--- config.mk ---
export PLATFORM = sky130hd
export DESIGN_NAME = rms_alu
export DESIGN_NICKNAME = d
export VERILOG_FILES = /design/src/rtl/core/rms_pkg.sv /design/src/rtl/core/rms_alu.sv
export SDC_FILE = /design/constraint.sdc
export NUM_CORES = 1
export LEC_CHECK = 0
export ABC_AREA = 1
export ABC_CLOCK_PERIOD_IN_PS = 6600
export BUFFER_PORTS_ARGS = -buffer_cell sky130_fd_sc_hd__buf_2
export CAP_MARGIN = 20
export CORE_ASPECT_RATIO = 1.1
export CORE_MARGIN = 2
export CORE_UTILIZATION = 25
export DETAILED_ROUTE_END_ITERATION = 10
export PLACE_DENSITY_LB_ADDON = 0.08
export SYNTH_ARGS = -nofsm -noshare
export SYNTH_HDL_FRONTEND = slang
export SYNTH_SLANG_ARGS = --single-unit
export TNS_END_PERCENT = 20
--- constraint.sdc ---
create_clock -name vclk -period 6.6
set_input_delay 1.32 -clock vclk [all_inputs]
set_output_delay 1.32 -clock vclk [all_outputs]
set_load 0.005 [all_outputs]
--- src/rtl/core/rms_pkg.sv ---
`default_nettype none

package rms_pkg;

    // storage sizes
    localparam int MEM_WORDS = 256;
    localparam int REG_COUNT = 16;
    localparam int MEM_AW    = (MEM_WORDS > 1) ? $clog2(MEM_WORDS) : 1;
    localparam int RF_AW     = $clog2(REG_COUNT);

    // register numbers and address limits
    localparam logic [RF_AW-1:0] PC_REG     = RF_AW'(REG_COUNT - 1);
    localparam logic [31:0]      ADDR_LIMIT = 32'd1023;

    // request kinds
    localparam logic [1:0] REQ_MEM_WR = 2'd0;
    localparam logic [1:0] REQ_REG_WR = 2'd1;
    localparam logic [1:0] REQ_EXEC   = 2'd2;

    // result status codes
    localparam logic [1:0] ST_OK     = 2'd0;
    localparam logic [1:0] ST_BAD_OP = 2'd1;
    localparam logic [1:0] ST_BOUNDS = 2'd2;
    localparam logic [1:0] ST_UNIMPL = 2'd3;

    // opcodes
    localparam logic [7:0] OP_LDR = 8'd1;
    localparam logic [7:0] OP_LDI = 8'd2;
    localparam logic [7:0] OP_LDX = 8'd3;
    localparam logic [7:0] OP_ADD = 8'd5;
    localparam logic [7:0] OP_SUB = 8'd6;
    localparam logic [7:0] OP_CMP = 8'd9;
    localparam logic [7:0] OP_B   = 8'd10;
    localparam logic [7:0] OP_BEQ = 8'd11;
    localparam logic [7:0] OP_BNE = 8'd12;
    localparam logic [7:0] OP_BLT = 8'd13;
    localparam logic [7:0] OP_BGT = 8'd14;

    // shared adder request and result
    typedef struct packed {
        logic        sub;
        logic [31:0] a;
        logic [31:0] b;
    } alu_req_t;

    typedef struct packed {
        logic [31:0] sum;
        logic        eq;
        logic        lt;
    } alu_res_t;

    // register file write port
    typedef struct packed {
        logic             we;
        logic [RF_AW-1:0] addr;
        logic [31:0]      data;
    } rf_wr_t;

    // word memory port
    typedef struct packed {
        logic              we;
        logic              re;
        logic [MEM_AW-1:0] addr;
        logic [31:0]       wdata;
    } mem_req_t;

    // byte address falls inside the word memory
    function automatic logic in_memory(input logic [31:0] byte_addr);
        return {2'b00, byte_addr[31:2]} < 32'(MEM_WORDS);
    endfunction

    // word index of a byte address
    function automatic logic [MEM_AW-1:0] word_index(input logic [31:0] byte_addr);
        return byte_addr[MEM_AW+1:2];
    endfunction

endpackage

`default_nettype wire

--- src/rtl/core/rms_alu.sv ---
`default_nettype none

module rms_alu (
    input  rms_pkg::alu_req_t req,
    output rms_pkg::alu_res_t res
);
    import rms_pkg::*;

    logic [32:0] a_ext;
    logic [32:0] b_ext;
    logic [32:0] total;

    // one 33-bit adder, sign extended so the subtract also gives signed less-than
    always_comb
    begin
        a_ext   = {req.a[31], req.a};
        b_ext   = req.sub ? ~{req.b[31], req.b} : {req.b[31], req.b};
        total   = a_ext + b_ext + {32'd0, req.sub};
        res.sum = total[31:0];
        res.eq  = (total[31:0] == 32'd0);
        res.lt  = total[32];
    end

endmodule

`default_nettype wire

==> impl_metrics.sql <==
INSERT INTO impl_metrics (metric_group, metric, value, unit) VALUES
('outcome', 'result_of_the_run', 'completed', ''),
('worst_setup_path', 'path_class', 'in2out', ''),
('final_layout', 'layout.core_utilization', '31.0', '%'),
('global_routing', 'grt_max_degree', '19', ''),
('yosys', 'yosys.area_share.adder', '14.8', '%'),
('yosys', 'share_of_the_synthesized_area_in_the_top_cell_type', '29.2', '%'),
('floorplan', 'die_h', '119', 'um'),
('power', 'p_leak', '2.39', 'nW'),
('place', 'hpwlAfterDp', '10.4', 'mm'),
('worst_hold_path', 'hold_path.class', 'in2out', ''),
('floorplan', 'core-area', '0.0119', 'mm^2'),
('route', 'drt_wl_total', '11.4', 'mm'),
('route', 'antenna_left', '0', ''),
('timing', 'fmax', '179', 'MHz'),
('worst_hold_path', 'hold_path.startpoint', 'req[32]', ''),
('timing', 'slew_violations', '0', ''),
('yosys', 'ys_warn_count', '0', ''),
('final_layout', 'area_growth_syn_to_layout', '22.4', '%'),
('yosys', 'postSynthCellCount', '611', ''),
('timing', 'timing.final.hold_violations', '0', ''),
('clock_tree', 'cts-resized-gates', '0', ''),
('floorplan', 'floorplan.io_pins', '99', ''),
('power', 'vdd_drop_max', '0.0396', 'mV'),
('route', 'remaining_drc_errors', '0', ''),
('place', 'globalplace.congestion', '0.872', ''),
('global_routing', 'first_global_vias', '3521', ''),
('global_routing', 'grt.met3_usage', '0.274', '%'),
('final_layout', 'final_net_count', '809', ''),
('timing', 'slew_at_the_pin_closest_to_its_max_slew_limit', '0.487', 'ns'),
('yosys', 'synth_common_cells', 'sky130_fd_sc_hd__nand2_1 (235), sky130_fd_sc_hd__inv_1 (127), sky130_fd_sc_hd__nor2_1 (53)', ''),
('global_routing', 'groute.layer.met1.usage', '22.0', '%'),
('yosys', 'synth.lib_cells_used.distinct', '25', ''),
('place', 'numPlacedInstances', '861', ''),
('floorplan', 'row_count', '42', ''),
('worst_setup_path', 'crit_fanout', '18', ''),
('final_layout', 'final.fill_count', '1458', ''),
('timing', 'relSlewSlack', '67.2', '%'),
('final_layout', 'num-clock-buffers', '0', ''),
('power', 'power_density', '134', 'mW/mm^2'),
('place', 'buffer_ports.inserted', '99', ''),
('yosys', 'synth_compound_gate_area_share', '6.92', '%'),
('yosys', 'synth_seq_area_share', '0', '%'),
('yosys', 'synthesis.area_per_instance', '4.94', 'um^2'),
('yosys', 'synth_area_leaders', 'sky130_fd_sc_hd__nand2_1 (29%), sky130_fd_sc_hd__inv_1 (16%), sky130_fd_sc_hd__ha_1 (14%)', ''),
('worst_setup_path', 'arrival_time_worst_endpoint', '4.28', 'ns'),
('global_routing', 'grt.busiest_layer', 'met2', ''),
('global_routing', 'grt_remaining_overflow', '0', ''),
('yosys', 'yosys.area.top_type', 'sky130_fd_sc_hd__nand2_1', ''),
('global_routing', 'grtUsageMet2', '33.4', '%'),
('final_layout', 'instances_no_fill', '861', ''),
('timing', 'period_needed', '5.60', 'ns'),
('yosys', 'synth.net_count', '711', ''),
('clock_tree', 'cts.repair_timing.setup_buffer_count', '0', ''),
('timing', 'whs', '2.99', 'ns'),
('worst_hold_path', 'timing.hold.worst_endpoint', 'res[2]', ''),
('final_layout', 'share_of_layout_cells_above_drive_strength_1', '17.7', '%'),
('floorplan', 'floorplan.initialDensity', '25.3', '%'),
('yosys', 'synth.most_common_cell', 'sky130_fd_sc_hd__nand2_1', ''),
('power', 'total_power', '495', 'uW'),
('timing', 'setup_tns', '0', 'ns'),
('floorplan', 'die_extent_in_x', '109', 'um'),
('yosys', 'share_of_cell_area_taken_by_muxes_after_synthesis', '0', '%'),
('floorplan', 'design.die.area', '0.0130', 'mm^2'),
('worst_hold_path', 'hold_path_depth', '4', ''),
('worst_setup_path', 'timing.critical_path.to_type', 'output port', ''),
('route', 'routed_wire_length_per_instance', '13.3', 'um'),
('timing', 'finalSetupViolations', '0', ''),
('final_layout', 'sequential_cell_total', '0', ''),
('clock_tree', 'cts-hold-fix-buffers', '0', ''),
('yosys', 'synth_xor_area_share', '10.2', '%'),
('timing', 'rsz0062_at_grt', 'false', '');
==> metrics by stage <==
step / setup WS (ns) / cell area, um^2
after floorplan: 2.04 / 3020
after global placement: 0.996 / 3690
after detailed placement: 0.985 / 3690
after CTS: 0.974 / 3690
after global routing: 0.632 / 3690
final: 1.00 / 3690
==> how the worst max path moves through the flow <==
| stage | startpoint | slack (ns) | depth (start not counted) | end |
|---|---|---|---|---|
| floorplan | req[64] | 2.04 | 17 | res[1] |
| global placement | req[64] | 1.0 | 19 | res[1] |
| detailed placement | req[64] | 0.98 | 19 | res[1] |
| CTS | req[64] | 0.97 | 19 | res[1] |
| global route | req[64] | 0.63 | 19 | res[1] |
| finish | req[64] | 1.0 | 19 | res[1] |
==> logic make-up after synthesis <==
group / after synthesis
xor gates and xnor gates: 35
and+or+nand+nor: 369
buffers and inverters: 133
adders and majority gates: 35
AOI/OAI and AO/OA: 39
==> metal layers <==
metal,vias up,part of all wire [%]
li1,2051,-
met1,1607,44
met2,86,52
met3,2,4.0
met4,0,0.10
met5,-,0
==> critical path, cell delays in order <==
cell,delay [ns]
sky130_fd_sc_hd__buf_2,0.34
sky130_fd_sc_hd__buf_4,0.41
sky130_fd_sc_hd__xor2_1,0.13
sky130_fd_sc_hd__ha_1,0.39
sky130_fd_sc_hd__nand2_1,0.11
sky130_fd_sc_hd__inv_2,0.08
sky130_fd_sc_hd__nand2_1,0.11
sky130_fd_sc_hd__nor3_1,0.15
sky130_fd_sc_hd__nand2_1,0.11
sky130_fd_sc_hd__nand2_2,0.13
sky130_fd_sc_hd__nand2_1,0.07
sky130_fd_sc_hd__nand2_1,0.08
sky130_fd_sc_hd__nand2_1,0.10
sky130_fd_sc_hd__nor2_1,0.18
sky130_fd_sc_hd__nand2_1,0.12
sky130_fd_sc_hd__nor2_2,0.09
sky130_fd_sc_hd__nand3_1,0.07
sky130_fd_sc_hd__nor2_1,0.14
sky130_fd_sc_hd__buf_2,0.13
==> cells in the final DEF (no fill, tap or decap), types with 2 or more instances in the layout <==
master / count
sky130_fd_sc_hd__a21oi_1: 27
sky130_fd_sc_hd__buf_2: 99
sky130_fd_sc_hd__ha_1: 34
sky130_fd_sc_hd__inv_1: 127
sky130_fd_sc_hd__inv_2: 2
sky130_fd_sc_hd__nand2_1: 235
sky130_fd_sc_hd__nand2_2: 15
sky130_fd_sc_hd__nand3_1: 41
sky130_fd_sc_hd__nand3_2: 2
sky130_fd_sc_hd__nand3b_1: 5
sky130_fd_sc_hd__nand4_1: 7
sky130_fd_sc_hd__nor2_1: 53
sky130_fd_sc_hd__nor2_2: 3
sky130_fd_sc_hd__nor2_4: 2
sky130_fd_sc_hd__nor3_1: 5
sky130_fd_sc_hd__o21ai_0: 6
sky130_fd_sc_hd__o21bai_1: 2
sky130_fd_sc_hd__xnor2_1: 3
sky130_fd_sc_hd__xor2_1: 32
==> power breakdown <==
part,switching [mW],total [mW],leakage (nW),internal (mW)
combinational,0.316,0.495,2.39,0.179
clock,0,0,0,0
sequential,0,0,0,0
==> cell type report <==
cell class	instances	area share, %
repair buffers	100	13.6
multi-input cells	478	68.1
well taps	154	5.22
inverters	129	13.1
(Power assumes the default switching activity.)
