`src/rtl/core/rms_pkg.sv`:
```
`default_nettype none

package rms_pkg;

    // storage sizes
    localparam int MEM_WORDS = 256;
    localparam int REG_COUNT = 16;
    localparam int MEM_AW    = (MEM_WORDS > 1) ? $clog2(MEM_WORDS) : 1;
    localparam int RF_AW     = $clog2(REG_COUNT);

    // register numbers and address limits
    localparam logic [RF_AW-1:0] PC_REG     = RF_AW'(REG_COUNT - 1);
    localparam logic [31:0]      ADDR_LIMIT = 32'd1023;

    // request kinds
    localparam logic [1:0] REQ_MEM_WR = 2'd0;
    localparam logic [1:0] REQ_REG_WR = 2'd1;
    localparam logic [1:0] REQ_EXEC   = 2'd2;

    // result status codes
    localparam logic [1:0] ST_OK     = 2'd0;
    localparam logic [1:0] ST_BAD_OP = 2'd1;
    localparam logic [1:0] ST_BOUNDS = 2'd2;
    localparam logic [1:0] ST_UNIMPL = 2'd3;

    // opcodes
    localparam logic [7:0] OP_LDR = 8'd1;
    localparam logic [7:0] OP_LDI = 8'd2;
    localparam logic [7:0] OP_LDX = 8'd3;
    localparam logic [7:0] OP_ADD = 8'd5;
    localparam logic [7:0] OP_SUB = 8'd6;
    localparam logic [7:0] OP_CMP = 8'd9;
    localparam logic [7:0] OP_B   = 8'd10;
    localparam logic [7:0] OP_BEQ = 8'd11;
    localparam logic [7:0] OP_BNE = 8'd12;
    localparam logic [7:0] OP_BLT = 8'd13;
    localparam logic [7:0] OP_BGT = 8'd14;

    // shared adder request and result
    typedef struct packed {
        logic        sub;
        logic [31:0] a;
        logic [31:0] b;
    } alu_req_t;

    typedef struct packed {
        logic [31:0] sum;
        logic        eq;
        logic        lt;
    } alu_res_t;

    // register file write port
    typedef struct packed {
        logic             we;
        logic [RF_AW-1:0] addr;
        logic [31:0]      data;
    } rf_wr_t;

    // word memory port
    typedef struct packed {
        logic              we;
        logic              re;
        logic [MEM_AW-1:0] addr;
        logic [31:0]       wdata;
    } mem_req_t;

    // byte address falls inside the word memory
    function automatic logic in_memory(input logic [31:0] byte_addr);
        return {2'b00, byte_addr[31:2]} < 32'(MEM_WORDS);
    endfunction

    // word index of a byte address
    function automatic logic [MEM_AW-1:0] word_index(input logic [31:0] byte_addr);
        return byte_addr[MEM_AW+1:2];
    endfunction

endpackage

`default_nettype wire

```
`src/rtl/core/rms_regfile.sv`:
```
`default_nettype none

module rms_regfile (
    input  logic                        clk,
    input  logic                        rst_n,
    input  rms_pkg::rf_wr_t             wr,
    input  logic [rms_pkg::RF_AW-1:0]   raddr0,
    input  logic [rms_pkg::RF_AW-1:0]   raddr1,
    output logic [31:0]                 rdata0,
    output logic [31:0]                 rdata1
);
    import rms_pkg::*;

    logic [31:0]          regs_mem [REG_COUNT];
    logic [REG_COUNT-1:0] valid_reg;
    logic [31:0]          rdata0_reg;
    logic [31:0]          rdata1_reg;

    // entry valid bits, cleared by reset so unwritten entries read zero
    always_ff @(posedge clk or negedge rst_n)
    begin
        if (!rst_n)
        begin
            valid_reg <= '0;
        end
        else if (wr.we)
        begin
            valid_reg[wr.addr] <= 1'b1;
        end
    end

    // storage and registered reads
    always_ff @(posedge clk)
    begin
        if (wr.we)
        begin
            regs_mem[wr.addr] <= wr.data;
        end
        rdata0_reg <= valid_reg[raddr0] ? regs_mem[raddr0] : 32'd0;
        rdata1_reg <= valid_reg[raddr1] ? regs_mem[raddr1] : 32'd0;
    end

    assign rdata0 = rdata0_reg;
    assign rdata1 = rdata1_reg;

endmodule

`default_nettype wire

```
`config.mk`:
```
export PLATFORM = sky130hd
export DESIGN_NAME = rms_regfile
export DESIGN_NICKNAME = d
export VERILOG_FILES = /design/src/rtl/core/rms_pkg.sv /design/src/rtl/core/rms_regfile.sv
export SDC_FILE = /design/constraint.sdc
export NUM_CORES = 1
export LEC_CHECK = 0
export BUFFER_PORTS_ARGS = -buffer_cell sky130_fd_sc_hd__buf_2
export CORE_ASPECT_RATIO = 1.75
export CORE_MARGIN = 2
export CORE_UTILIZATION = 41
export DETAILED_ROUTE_END_ITERATION = 10
export HOLD_SLACK_MARGIN = 0.02
export PLACE_DENSITY = 0.69
export SETUP_SLACK_MARGIN = 0.3
export SKIP_LAST_GASP = 1
export SYNTH_ARGS = -nofsm -noshare
export SYNTH_HDL_FRONTEND = slang
export SYNTH_SLANG_ARGS = --single-unit
```
`constraint.sdc`:
```
create_clock -name clk -period 1.8 [get_ports clk]
set_input_delay 0.27 -clock clk [delete_from_list [all_inputs] [get_ports clk]]
set_output_delay 0.27 -clock clk [all_outputs]
set_load 0.03 [all_outputs]
```
==> results of run 1 <==
==> cell type report <==
type | instances | area (sq um)
diodes | 2 | 5.00
clock buffers | 66 | 1440
clock inverters | 32 | 325
fillers | 4788 | 30700
multi-input cells | 509 | 8040
flip-flops and latches | 592 | 17100
well taps | 793 | 992
repair buffers | 249 | 2500
==> metal layers <==
metal,vias up,global-route usage,routed length [um]
li1,5638,-,-
met1,7516,0.261,24600
met2,601,0.380,36400
met3,156,0.0304,4410
met4,6,0.0943,2870
met5,-,0,38
==> timing repair <==
action / CTS / global route
pin swaps: 0 / 3
buffers inserted: 2 / 0
setup endpoints to repair: 74 / 65
gates cloned: 1 / 0
hold endpoints to repair: 50 / 0
gates resized for setup: 21 / 5
hold buffers: 5 / 0
==> kinds of logic (layout without fill, tap and decap cells) <==
kind of cell,count (synthesis),after routing,synth area share
DFF,592,592,0.674
muxes,264,264,0.235
AOI/OAI and AO/OA,196,196,0.0556
buffers and inverters,96,347,0.0243
and+or+nand+nor,49,49,0.0117
other,0,2,0
==> final timing paths <==
check / cells past startpoint / slack, ps / endpoint
worst max-delay path: 5 / 50 / rdata1[25]$_SDFF_PN0_
worst min-delay path: 1 / 40 / regs_mem[3][14]$_DFFE_PP_
worst max register to register: 5 / 50 / rdata1[25]$_SDFF_PN0_
worst min register to register: 1 / 500 / valid_reg[3]$_DFFE_PN0P_
max in group asynchronous: 2 / 1370 / valid_reg[2]$_DFFE_PN0P_
min in group asynchronous: 2 / 160 / valid_reg[9]$_DFFE_PN0P_
==> per-stage QoR <==
step	cells	hold WS [ps]	setup TNS, ps
CTS	2241	20.1	0
floorplan	1197	-25.6	-13880
global route	2242	42.7	0
global placement	2135	189	-2410
finish	2243	42.0	0
detailed placement	2135	201	-2470
==> power breakdown <==
group / switching (mW) / internal (mW) / total [mW]
combinational: 2.09 / 1.64 / 3.73
clock: 5.02 / 6.52 / 11.5
sequential: 0.301 / 15.4 / 15.7
==> layout by cell type (no fill, tap or decap), types with 4 or more instances in the layout <==
master,n
nor3_4,4
buf_4,77
clkbuf_8,6
a21oi_2,60
nor2b_4,4
dfxtp_2,6
clkinv_1,9
mux4_2,264
or2_2,16
bufinv_16,6
buf_2,95
dfrtp_1,16
dlygate4sd3_1,5
a22oi_1,128
dfxtp_1,58
buf_12,65
clkbuf_1,8
clkinv_2,10
a22o_4,4
clkinvlp_4,6
nor2_4,14
edfxtp_1,512
clkbuf_16,54
==> worst max-delay path, stage by stage, from the launching register on <==
cell	delay [ps]
dfrtp_1	410
mux4_2	480
a22o_4	280
nor2_8	180
buf_12	200
a21oi_2	70
==> metrics, run 1 <==
Core Area=61100 sq um; # setup viols final=0; HPWL after DPL=42.5 mm; area growth from synthesis to layout=19.9%; 1st-iter DRT viols=1174; final critical-path share of the clock period=0.970; CP Capture Type=flop; cell area after synthesis=25300 sq um; ys flop type=edfxtp_1; PortBufs=110; Synthesized Nets=1244; Worst Path Required=2260 ps; Die Height=333 um; setup ws final=53.9 ps; Distinct cells, synth=28; via/cell ratio=6.20; ys async rst share=0.0270; sequential cell area fraction in the yosys report=0.674; leakage=9.81 nW; worst-path fanout max=14; IO Pins=111; H-tree depth=2; PwrDens=1020 nW/um^2; worst clock skew=31.5 ps; largest net degree at the start of global routing=43; overall power=31.0 mW; fmax=573 MHz; Post-synth EDFFs=512; initial antenna violation count=5; Initial Util=0.414; GRT Util Overall=0.215; Num CTS Buffers=53; max_slew headroom=0.732; R2R Path Start=valid_reg[1]$_DFFE_PN0P_; Total Wirelength=68.3 mm; Period minus WS final=1750 ps; GP Congestion=0.779; Final Hold Vio Count=0; Die Area=63800 sq um; Sink Count=592; Die Span X=192 um; Setup Crit Path Kind=flop to flop; Pre-antenna DRT Iters=5; Syn Area/Cell=21.2 sq um; Yosys top cell area share=0.607; routed len/inst=30.4 um; Placement Setup Slack=-113 ps; HP Class=input pin to flop; nets=1452; Max-Cap Viols=0; status=complete, no violations; number of global-route vias before repair=15000; hold wc startpoint=wr[14]; CP Launch Type=flop; first-pass GRT wire length=98.5 mm; layout cells sized above 1=0.488; top-count cell post-synth=edfxtp_1; Root Buffer=clkbuf_16; number of flip-flops under the largest register name=512; DP Area=28400 sq um; row count=120; Max clock buf depth=3; Reg clk slew, reported paths=70 ps; synth top area cells=edfxtp_1 61%, mux4_2 23%, dfxtp_1 5.1%; Worst VDD drop=0.776 mV; gr ovfl total=0; DRT antenna net count=0; DRC=0; Final Cell Area=30400 sq um; Skew-Pair Late Insertion Delay=600 ps; Data arrival, critical path=2200 ps; unrepaired setup endpoints after global routing=yes; TritonCTS clock tree=done; synth warn=0; Yosys top cell by area=edfxtp_1; Synth Register Bits=592; critical path startpoint=valid_reg[1]$_DFFE_PN0P_; Layout Utilization=0.497; Cells after Synth=1197; Worst Tran Pin Value=402 ps; Max Slew Vio Count=0; Post-synth top cells=512 x edfxtp_1, 264 x mux4_2, 128 x a22oi_1, 64 x dfxtp_1, 44 x a21oi_1; via count=13900
Power figures use the tool's default switching activity.
==> inputs of run 2 (changes only) <==
- REMOVE_ABC_BUFFERS: not set -> 1
==> run 2 against run 1 <==
Combinational power fell by 3%. Die area did not move. Sequential share of layout area rose by 0.66 points. Clock skew fell by 9.1 ps. Register-to-register slack got worse by 60 ps. Maximum frequency fell by 3.2%. The flow now finishes with violations (negative setup slack). Via count fell by 1.3%. Non-clock buffer count fell by 19. Design area fell by 1.2%.
==> metrics, run 2 (same netlist as run 1, synthesis figures left out) <==
status=complete, but fails checks; failing checks=negative setup slack; PortBufs=110 (unchanged); Num CTS Buffers=50 (-5.7%); # setup viols final=1 (+1); unrepaired setup endpoints after global routing=yes; met1 GRT Util=0.260 (-0.000819); clock network fraction of total power=0.373 (about the same); via count=13700 (-1.3%); Root Buffer=clkbuf_16; number of global-route vias before repair=14900 (-0.36%); final hold slack=53.6 ps (+11.6 ps); DRC=0 (unchanged); Placement Setup Slack=-147 ps (-34.2 ps); CP Capture Type=flop; Period minus WS final=1800 ps (+58.2 ps); number of flip-flops under the largest register name=512 (unchanged); worst path cell trace=mux4_2, a22o_4, nor2_8, buf_12, a21oi_1; Die Height=333 um (unchanged); Final Hold Vio Count=0 (unchanged); CP Launch Type=flop; worst-path fanout max=11 (-3); Reg clk slew, reported paths=70 ps (about the same); worst clock skew=22.4 ps (-9.10 ps); max_slew headroom=0.714 (-0.0175); via/cell ratio=6.19 (-0.22%); crit-path max cell delay=490 ps (about the same); GRT Util Overall=0.213 (-0.00210); Initial Util=0.414 (unchanged); Die Area=63800 sq um (unchanged); overall power=30.8 mW (-0.77%); CP bufs+invs=1 (unchanged); first-pass GRT wire length=97.6 mm (-0.87%); H-tree depth=2 (unchanged); Gate power share=0.117 (-0.003); Total Wirelength=67.1 mm (-1.7%); IO Pins=111 (unchanged); leakage=9.68 nW (-1.4%); final critical-path share of the clock period=1.00 (+0.0323); Setup Crit Path Kind=flop to flop; HPWL after DPL=41.4 mm (-2.7%); net switching power=7.21 mW (-2.7%); commonest non-fill, non-tap cell in the layout=edfxtp_1; Core Area=61100 sq um (unchanged); Worst Tran Pin Value=429 ps (+27.2 ps); initial antenna violation count=5 (unchanged); row count=120 (unchanged); Max clock buf depth=3 (unchanged); CP max-delay cell=mux4_2; Net Sw Frac=0.234 (-0.00457); critical path's top delay family=multiplexers; area growth from synthesis to layout=18.5%; fill count=4807 (+0.40%); gr ovfl total=0 (unchanged); routed len/inst=30.3 um (-0.57%); Max-Cap Viols=0 (unchanged); GP Congestion=0.822 (+5.6%); Worst Path Required=2240 ps (-20 ps); Internal=23.6 mW (-0.17%); nets=1430 (-1.5%); Worst VDD drop=0.610 mV (-21%); setup ws final=-4.31 ps (-58.2 ps); TritonCTS clock tree=done; Final TNS setup=-4.31 ps (-4.31 ps); Most Used Layer, Global Route=met2; Layout Utilization=0.491 (-0.00588); 1st-iter DRT viols=1468 (+25%); Die Span X=192 um (unchanged); HP Class=input pin to flop; layout cells sized above 1=0.463 (-0.0255); Sink Count=592 (unchanged); PwrDens=1030 nW/um^2 (+0.42%); GR Layer Usage met2=0.373 (-0.00614); most frequent cells in the layout=512 x edfxtp_1, 264 x mux4_2, 128 x a22oi_1, 97 x buf_2, 64 x buf_12; Max Slew Vio Count=0 (unchanged); largest net degree at the start of global routing=45 (+4.7%); met3 Use GR=0.0337 (+0.00327); Seq pwr share=0.510 (+0.002); DRT antenna net count=0 (unchanged); Pre-antenna DRT Iters=5 (unchanged); Skew-Pair Late Insertion Delay=590 ps (about the same); fmax=554 MHz (-3.2%); Data arrival, critical path=2240 ps (+40 ps)
==> run 2: worst paths after layout <==
kind / start / to / slack [ps] / cells past startpoint
worst max-delay path: valid_reg[13]$_DFFE_PN0P_ / rdata0[23]$_SDFF_PN0_ / -4 / 5
worst min-delay path: wr[30] / regs_mem[13][30]$_DFFE_PP_ / 50 / 1
worst max register to register: valid_reg[13]$_DFFE_PN0P_ / rdata0[23]$_SDFF_PN0_ / -4 / 5
worst min register to register: valid_reg[7]$_DFFE_PN0P_ / valid_reg[7]$_DFFE_PN0P_ / 490 / 1
max in group asynchronous: rst_n / valid_reg[2]$_DFFE_PN0P_ / 1350 / 2
min in group asynchronous: rst_n / valid_reg[9]$_DFFE_PN0P_ / 180 / 2
==> run 2: power by group through the flow <==
| stage | clock [mW] | sequential (mW) | combinational [mW] |
|---|---|---|---|
| detailed placement | 0 | 16.0 | 3.51 |
| global placement | 0 | 16.0 | 3.46 |
| floorplan | 0 | 16.3 | 1.34 |
| global route | 12.2 | 15.7 | 3.77 |
| finish | 11.5 | 15.7 | 3.60 |
| CTS | 11.7 | 15.7 | 3.54 |
==> run 2: metal layers <==
layer / up-vias / routed length [um]
li1: 5595 / -
met5: - / 24
met4: 4 / 2550
met2: 649 / 35800
met3: 139 / 4950
met1: 7345 / 23800
==> run 2: what timing repair did <==
action                     in CTS  in global routing
hold endpoints to repair       16                  0
setup buffers                   0                  2
pin swaps                       0                  2
gates cloned                    0                  1
hold buffers                    1                  0
gates resized for setup        12                 17
setup endpoints to repair      70                 67
==> run 2: final cells by class <==
cell class | instances | area (sq um) | share of cell area
Antenna cell | 1 | 2.50 | 0.0000834
Clock buffer | 67 | 1430 | 0.0475
Multi-Input combinational cell | 509 | 7880 | 0.263
Tap cell | 793 | 992 | 0.0331
Clock inverter | 26 | 323 | 0.0108
Sequential cell | 592 | 17100 | 0.568
Timing Repair Buffer | 230 | 2320 | 0.0775
==> run 2: metrics by stage <==
| step | instance area [sq um] | cells |
|---|---|---|
| after global routing | 30000 | 2217 |
| after global placement | 28100 | 2120 |
| after floorplan | 24700 | 1101 |
| after detailed placement | 28100 | 2120 |
| after CTS | 29900 | 2214 |
| final | 30000 | 2218 |
==> inputs of run 3 (changes only) <==
- PLACE_DENSITY: 0.69 -> 0.61
==> run 3 against run 2 <==
The flow now finishes without violations. Combinational power rose by 3%. Global-route usage rose by 1.0 points. Critical path depth rose by 1. Sequential cell count did not move. Clock skew rose by 6.1 ps. Sequential power barely moved. Sequential share of layout area fell by 0.75 points. Worst setup slack improved by 5.3 ps. Core utilization rose by 0.66 points. Wire length rose by 5.2%. Cell count rose by 1.0%.
==> metrics, run 3 (same netlist as run 1, synthesis figures left out) <==
Final Cell Area=30400 sq um (+1.3%); Die Span X=192 um (unchanged); first-pass GRT wire length=101 mm (+3.8%); final hold slack=47.8 ps (-5.77 ps); unrepaired setup endpoints after global routing=yes; CP bufs+invs=2 (+1); CP Depth=6 (+1); Worst Reg-to-Reg Cells=6 (+1); layout cells sized above 1=0.457 (-0.00534); DRT antenna net count=0 (unchanged); worst-path fanout max=7 (-4); PortBufs=110 (unchanged); most frequent cells in the layout=512 x edfxtp_1, 264 x mux4_2, 128 x a22oi_1, 95 x buf_2, 65 x buf_12; via/cell ratio=6.20 (+0.16%); final critical-path share of the clock period=0.999 (-0.00296); status=complete, no violations; routed len/inst=31.5 um (+4.2%); Skew-Pair Late Insertion Delay=610 ps (+20 ps); # setup viols final=0 (-1); GP Congestion=0.758 (-7.7%); Max clock buf depth=3 (unchanged); setup ws final=1.02 ps (+5.33 ps); Placement Setup Slack=-191 ps (-43.7 ps); row count=120 (unchanged); Root Buffer=clkbuf_16; H-tree depth=2 (unchanged); Pre-antenna DRT Iters=5 (unchanged); Worst Tran Pin Value=445 ps (+16.3 ps); 1st-iter DRT viols=1382 (-5.9%); Max Slew Vio Count=0 (unchanged); leakage=9.86 nW (+1.9%); critical path's top delay family=multiplexers; Core Area=61100 sq um (unchanged); Worst Path Required=2270 ps (+30 ps); overall power=32.0 mW (+4.0%); largest net degree at the start of global routing=53 (+18%); Die Area=63800 sq um (unchanged); worst path cell trace=mux4_2, a22o_4, nor2_8, buf_12, buf_12, a21oi_2; number of flip-flops under the largest register name=512 (unchanged); CP max-delay cell=mux4_2; Total Wirelength=70.7 mm (+5.2%); max_slew headroom=0.703 (-0.0109); DP Area=28100 sq um (-0.11%); Max-Cap Viols=0 (unchanged); Setup Crit Path Kind=flop to flop; PwrDens=1050 nW/um^2 (+2.6%); Final Hold Vio Count=0 (unchanged); Sink Count=592 (unchanged); IO Pins=111 (unchanged); fill count=4837 (+0.62%); initial antenna violation count=7 (+2); hold path depth=1 (unchanged); GRT Util Overall=0.224 (+0.0104); commonest non-fill, non-tap cell in the layout=edfxtp_1; worst clock skew=28.5 ps (+6.11 ps); Num CTS Buffers=52 (+4.0%); Worst path most repeated cell=buf_12; Worst VDD drop=0.684 mV (+12%); fmax=556 MHz (+0.30%); Layout Utilization=0.498 (+0.00655); TritonCTS clock tree=done; HP Class=input pin to flop; HPWL after DPL=41.2 mm (-0.29%); CP Capture Type=flop; Reg clk slew, reported paths=70 ps (about the same); Initial Util=0.414 (unchanged); gr ovfl total=0 (unchanged); nets=1448 (+1.3%); Reg area=17100 sq um (unchanged); number of global-route vias before repair=15000 (+0.36%); area of the multi-input gates=7890 sq um (about the same); area growth from synthesis to layout=20.1%; Period minus WS final=1800 ps (-5.33 ps); Data arrival, critical path=2270 ps (+30 ps); via count=13900 (+1.2%); crit-path max cell delay=490 ps (about the same); CP Launch Type=flop; DRC=0 (unchanged); Die Height=333 um (unchanged)
[run 3: layout make-up]
class / count / share of cell area
Antenna cell: 3 / 0.000247
Clock buffer: 65 / 0.0468
Clock inverter: 33 / 0.0166
Multi-Input combinational cell: 509 / 0.259
Sequential cell: 592 / 0.561
Tap cell: 793 / 0.0326
Timing Repair Buffer: 246 / 0.0834
[run 3: per-stage QoR]
stage / instances / TNS, ps
4_1_cts: 2232 / -9.79
3_5_place_dp: 2116 / -4930
5_1_grt: 2241 / -303
6_report: 2241 / 0
2_1_floorplan: 1101 / -423060
3_3_place_gp: 2116 / -4400
[run 3: what timing repair did]
action                                  in CTS  in global routing
hold endpoints to repair                   191                  0
buffers inserted                             1                  3
hold buffers                                17                  0
endpoints found under the setup margin      74                 65
pin swaps                                    0                  2
cloned                                       0                  3
gates resized for setup                     12                 20
[run 3: path summary, 6_finish.rpt]
kind | from | end | slack [ps]
hold reg to reg | valid_reg[14]$_DFFE_PN0P_ | valid_reg[14]$_DFFE_PN0P_ | 480
max in group asynchronous | rst_n | valid_reg[7]$_DFFE_PN0P_ | 1380
setup / recovery | valid_reg[12]$_DFFE_PN0P_ | rdata0[13]$_SDFF_PN0_ | 1
min in group asynchronous | rst_n | valid_reg[15]$_DFFE_PN0P_ | 120
hold / removal | wr[25] | regs_mem[11][25]$_DFFE_PP_ | 50
setup reg to reg | valid_reg[12]$_DFFE_PN0P_ | rdata0[13]$_SDFF_PN0_ | 1
[run 3: power breakdown]
group	internal [mW]	switching, mW	total, mW	leakage (nW)
registers	15.4	0.268	15.7	5.32
logic	1.61	2.11	3.72	3.59
clock network	7.48	5.10	12.6	0.944
total	24.5	7.48	32.0	9.86
[run 3: layer usage]
metal  track usage  wire length (um)
met5             0                30
met4        0.0718              2080
met3        0.0332              4650
met2         0.392             37400
met1         0.284             26500
